**src/fly_camera_pose_integrator_unit_defines.svh**
```systemverilog
// assertion macros for the pose integrator
`ifndef FLY_CAMERA_POSE_INTEGRATOR_UNIT_DEFINES_SVH
`define FLY_CAMERA_POSE_INTEGRATOR_UNIT_DEFINES_SVH
// assert that a condition implies a consequence on the same edge
`define FCP_ASSERT_IMPL(label, cond, cons, msg) \
    label: assert property (@(posedge clk) disable iff (!rst_n) (cond) |-> (cons)) \
        else $error(msg);
// assert that a condition implies a consequence on the next edge
`define FCP_ASSERT_NEXT(label, cond, cons, msg) \
    label: assert property (@(posedge clk) disable iff (!rst_n) (cond) |=> (cons)) \
        else $error(msg);
`endif

```
**src/fcp_pkg.sv**
```systemverilog
// shared types and constants of the pose integrator
package fcp_pkg;
    localparam logic [15:0] SIN_C1 = 16'd51472;
    localparam logic [15:0] SIN_C2 = 16'd21024;
    localparam logic [15:0] SIN_C3 = 16'd2320;

    typedef enum logic [2:0]
    {
        REG_LOOK_RATE = 3'd0,
        REG_MOVE_RATE = 3'd1,
        REG_CLIMB_RATE = 3'd2,
        REG_PITCH_LIMIT = 3'd3,
        REG_FLOOR_HEIGHT = 3'd4
    } reg_idx_t;

    typedef enum logic [3:0]
    {
        OP_IDLE = 4'd0,
        OP_LOAD = 4'd1,
        OP_ANGLE = 4'd2,
        OP_SINE = 4'd3,
        OP_DIST = 4'd4,
        OP_MOVE = 4'd5,
        OP_COMMIT = 4'd6
    } op_t;

    typedef struct packed
    {
        op_t op;
        logic [2:0] sub;
    } cmd_t;

    typedef struct packed
    {
        logic sine_done;
    } status_t;
endpackage

```
**src/fcp_ctrl.sv**
```systemverilog
// sequencer of the pose integrator
module fcp_ctrl
    import fcp_pkg::*;
(
    input  logic clk,
    input  logic rst_n,
    input  logic start,
    input  status_t status,
    input  logic out_free,
    output cmd_t cmd,
    output logic busy
);
    typedef enum logic [6:0]
    {
        S_IDLE = 7'b0000001,
        S_ANGLE = 7'b0000010,
        S_SINE = 7'b0000100,
        S_DIST = 7'b0001000,
        S_MOVE = 7'b0010000,
        S_WAIT = 7'b0100000,
        S_COMMIT = 7'b1000000
    } state_t;

    state_t state_reg, state_next;
    logic [2:0] sub_reg, sub_next;

    always_comb
    begin
        state_next = state_reg;
        sub_next = sub_reg;
        cmd.op = OP_IDLE;
        cmd.sub = sub_reg;
        case (state_reg)
            S_IDLE:
            begin
                if (start)
                begin
                    cmd.op = OP_LOAD;
                    state_next = S_ANGLE;
                    sub_next = '0;
                end
            end
            S_ANGLE:
            begin
                cmd.op = OP_ANGLE;
                sub_next = sub_reg + 3'd1;
                if (sub_reg == 3'd3)
                begin
                    state_next = S_SINE;
                    sub_next = '0;
                end
            end
            S_SINE:
            begin
                cmd.op = OP_SINE;
                if (status.sine_done)
                begin
                    sub_next = sub_reg + 3'd1;
                    if (sub_reg == 3'd3)
                    begin
                        state_next = S_DIST;
                        sub_next = '0;
                    end
                end
            end
            S_DIST:
            begin
                cmd.op = OP_DIST;
                sub_next = sub_reg + 3'd1;
                if (sub_reg == 3'd6)
                begin
                    state_next = S_MOVE;
                    sub_next = '0;
                end
            end
            S_MOVE:
            begin
                cmd.op = OP_MOVE;
                sub_next = sub_reg + 3'd1;
                if (sub_reg == 3'd7)
                begin
                    state_next = S_WAIT;
                    sub_next = '0;
                end
            end
            S_WAIT:
            begin
                if (out_free)
                begin
                    state_next = S_COMMIT;
                end
            end
            S_COMMIT:
            begin
                cmd.op = OP_COMMIT;
                state_next = S_IDLE;
            end
            default:
            begin
                state_next = S_IDLE;
            end
        endcase
    end

    always_ff @(posedge clk or negedge rst_n)
    begin
        if (!rst_n)
        begin
            state_reg <= S_IDLE;
            sub_reg <= '0;
        end
        else
        begin
            state_reg <= state_next;
            sub_reg <= sub_next;
        end
    end

    assign busy = (state_reg != S_IDLE);
endmodule

```
**config.mk**
```make
export PLATFORM = sky130hd
export DESIGN_NAME = fcp_ctrl
export DESIGN_NICKNAME = d
export VERILOG_FILES = /design/src/fly_camera_pose_integrator_unit_defines.svh /design/src/fcp_pkg.sv /design/src/fcp_ctrl.sv
export SDC_FILE = /design/constraint.sdc
export NUM_CORES = 1
export LEC_CHECK = 0
export BUFFER_PORTS_ARGS = -buffer_cell sky130_fd_sc_hd__buf_4
export CORE_ASPECT_RATIO = 1.2
export CORE_MARGIN = 10
export CORE_UTILIZATION = 44
export DETAILED_ROUTE_END_ITERATION = 8
export PLACE_DENSITY = 0.66
export SLEW_MARGIN = 20
export SYNTH_ARGS = -nofsm -noshare
export SYNTH_HDL_FRONTEND = slang
export SYNTH_SLANG_ARGS = --single-unit
export TNS_END_PERCENT = 10
```
**constraint.sdc**
```tcl
create_clock -name clk -period 4.6 [get_ports clk]
set_clock_uncertainty 0.15 [all_clocks]
set_input_delay 0.92 -clock clk [delete_from_list [all_inputs] [get_ports clk]]
set_output_delay 0.92 -clock clk [all_outputs]
set_load 0.05 [all_outputs]
```
==> results.py <==
metrics = {
    "floorplan": {
        "fp.dieH_um": 68.17,
        "die_area_um2": 4100,
        "die-width_um": 60.14,
        "std_cell_rows": 17,
        "core_um2": 1851,
        "pin_count": 13,
        "start_util_pct": 45.98,
    },
    "drt": {
        "dr_total_vias": 801,
        "drt_first_pass_iters": 4,
        "drc_errors": 0,
        "via_per_inst": 6.209,
        "avgRoutedWirePerCell_um": 16.84,
        "antenna_left": 0,
        "drtIter0Drc": 37,
        "wl_um": 2172,
    },
    "layout": {
        "num-fill-cells": 187,
        "design_area_um2": 949.7,
        "num_antenna_cells": 0,
        "layout_commonest_cell": "nand2_1",
        "drive_above_1_share_pct": 18.18,
        "largest_reg_flops": 7,
        "final_nets": 121,
        "area.growth.synth_to_final_pct": 11.62,
        "mostFrequentLayoutCells": "nand2_1, buf_4, dfrtp_1, inv_1, nor2_1",
    },
    "worst_hold_path": {
        "hold_path.class": "input pin to asynchronous set/reset pin",
    },
    "sta": {
        "fmax_mhz": 311.5,
        "hold_viol_final": 0,
        "finalSetupViolations": 0,
        "min_period_ps": 3211,
        "fin_ws_ps": 1389,
        "fin_crit_sh_pct": 69.80,
        "drv_slew": 0,
        "tns_ps": 0,
        "timing.hold.ws_ps": 314.1,
        "rsz0062_at_grt": "no",
    },
    "power": {
        "seq_power_share_pct": 27.1,
        "switching_share_pct": 52.86,
        "powerDensity_nw_per_um2": 651.2,
        "p_switching_mw": 0.3269,
        "clock_power_share_pct": 11.1,
        "pwr-share-comb_pct": 61.8,
        "p_leak_nw": 0.4212,
        "p_int_mw": 0.2915,
        "vdd_drop_max_mv": 0.3418,
    },
    "clock_network": {
        "cts_max_level": 1,
        "clock_path_buffers": 2,
        "cts-buffers-inserted": 3,
        "postCtsHoldBufs": 0,
        "clkLatencyLatePin_ps": 270,
        "ctsResizeCount": 0,
        "clock-sinks": 10,
        "cts_root_buffer": "clkbuf_4",
        "cts_tree": "done",
        "cts_setup_buffers": 0,
        "cts.clk_slew.worst_paths_ps": 70,
    },
    "logic_synthesis": {
        "yosysTopAreaCellShare_pct": 26.47,
        "netlist_area_um2": 850.8,
        "synth.distinct_cells": 45,
        "synth_seq_area_share_pct": 29.56,
        "ys_ff_latch": 10,
        "yosysTopAreaCell": "dfrtp_1",
        "syn-instance-count": 101,
        "synthTopCellsByArea": "dfrtp_1, ha_1, nand2_1",
        "synth.net_count": 111,
        "syn-mean-instance-area_um2": 8.424,
        "ys_warn_count": 0,
    },
    "grt": {
        "grt_pass1_wl_um": 3505,
        "grt_pass1_vias": 754,
        "grt_max_degree": 15,
        "antenna_found_initial": 0,
        "gr-total-overflow": 0,
        "grt_usage_pct": 11.37,
    },
    "setup_path": {
        "worstPathMaxFanout": 12,
        "crit_required_ps": 3530,
        "start_kind": "flop",
        "worst-setup-path-type": "flop to output pin",
        "end_kind": "output pin",
        "arrival_ps": 2140,
    },
    "run": {
        "maxCapViolCount": 0,
    },
    "placement": {
        "numPortBuffers": 11,
        "dp_slack_ps": 1699,
        "dp_hpwl_um": 1574,
        "place_area_um2": 923.4,
        "globalplace.congestion": 0.9637,
    },
    "outcome": {
        "status": "finished clean",
    },
}
cell usage after synthesis, drive strengths merged:
cell,number
or4,1
a21oi,1
o21ai,7
ha,5
nand2,12
or2b,1
o211ai,2
nand3b,1
nor4b,2
clkbuf,1
conb,1
dfstp,1
o211a,2
nand2b,2
o2111ai,1
buf,5
a22o,2
nand3,2
a21o,2
a221o,1
mux2,1
nand4b,1
o21bai,1
a211oi,2
nor4,1
nor2,7
dfrtp,9
o311ai,1
inv,7
a31oi,1
xor2,2
nand4,1
nor3b,3
o31ai,2
a211o,1
xnor2,1
nor3,6
o2111a,1
mux2i,1
critical path, cell delays in order (launching register included):
cell and delay [ps]:
dfrtp_1 520, or4_4 620, nor4b_2 320, nand2_1 90
o31ai_1 70, buf_4 240
stage by stage:
step / util, % / total power [mW] / std cells
finish: 51.32 / 0.6184 / 129
global route: 51.32 / 0.6626 / 129
CTS: 51.32 / 0.6203 / 129
detailed placement: 49.90 / 0.5471 / 125
global placement: 49.90 / 0.5477 / 125
floorplan: - / 0.4568 / 101
path summary, 6_finish.rpt:
kind / cells past startpoint / endpoint / slack (ps) / startpoint
hold reg to reg: 2 / state_reg[0] / 400 / state_reg[0]
setup reg to reg: 6 / state_reg[2] / 2390 / sub_reg[0]
hold / removal: 1 / state_reg[1] / 310 / rst_n
min in group clk: 2 / state_reg[0] / 400 / state_reg[0]
setup / recovery: 5 / cmd[3] / 1390 / state_reg[3]
max in group asynchronous: 1 / state_reg[0] / 3760 / rst_n
cell families after synthesis:
logic type	count (synthesis)	synth area share, %
buffers and inverters	13	7.058
adder cells (fa/ha/maj)	5	7.353
multiplexers	2	2.500
XOR/XNOR	3	3.089
flip-flops	10	29.56
AO/OA/AOI/OAI	27	23.53
AND/OR/NAND/NOR	40	26.47
other	1	0.4408
cell type report:
cell class,count,area [um2],share of cell area (%)
clock buffer,4,26.28,2.767
sequential,10,251.5,26.48
multi-input combinational,78,539.3,56.79
tap,19,23.77,2.503
timing repair buffer,11,82.58,8.696
inverter,7,26.28,2.767
power by group through the flow:
stage / Combinational (mW) / Clock, mW / Sequential, mW
3_3_place_gp: 0.379 / 0 / 0.169
5_1_grt: 0.417 / 0.0730 / 0.173
4_1_cts: 0.382 / 0.0705 / 0.167
6_report: 0.382 / 0.0684 / 0.168
3_5_place_dp: 0.378 / 0 / 0.169
2_1_floorplan: 0.300 / 0 / 0.157
routing by layer:
layer  share of wire (%)  wire [um]  GRT usage [%]  vias up
met5                   0          0              0        -
met4                 3.5         76          7.022        0
met3                 3.8         83          2.963        9
met2                  49       1059          18.30       24
met1                  44        953          13.08      381
li1                    -          -              -      387
Note: power is estimated with default switching activity, not from simulation.
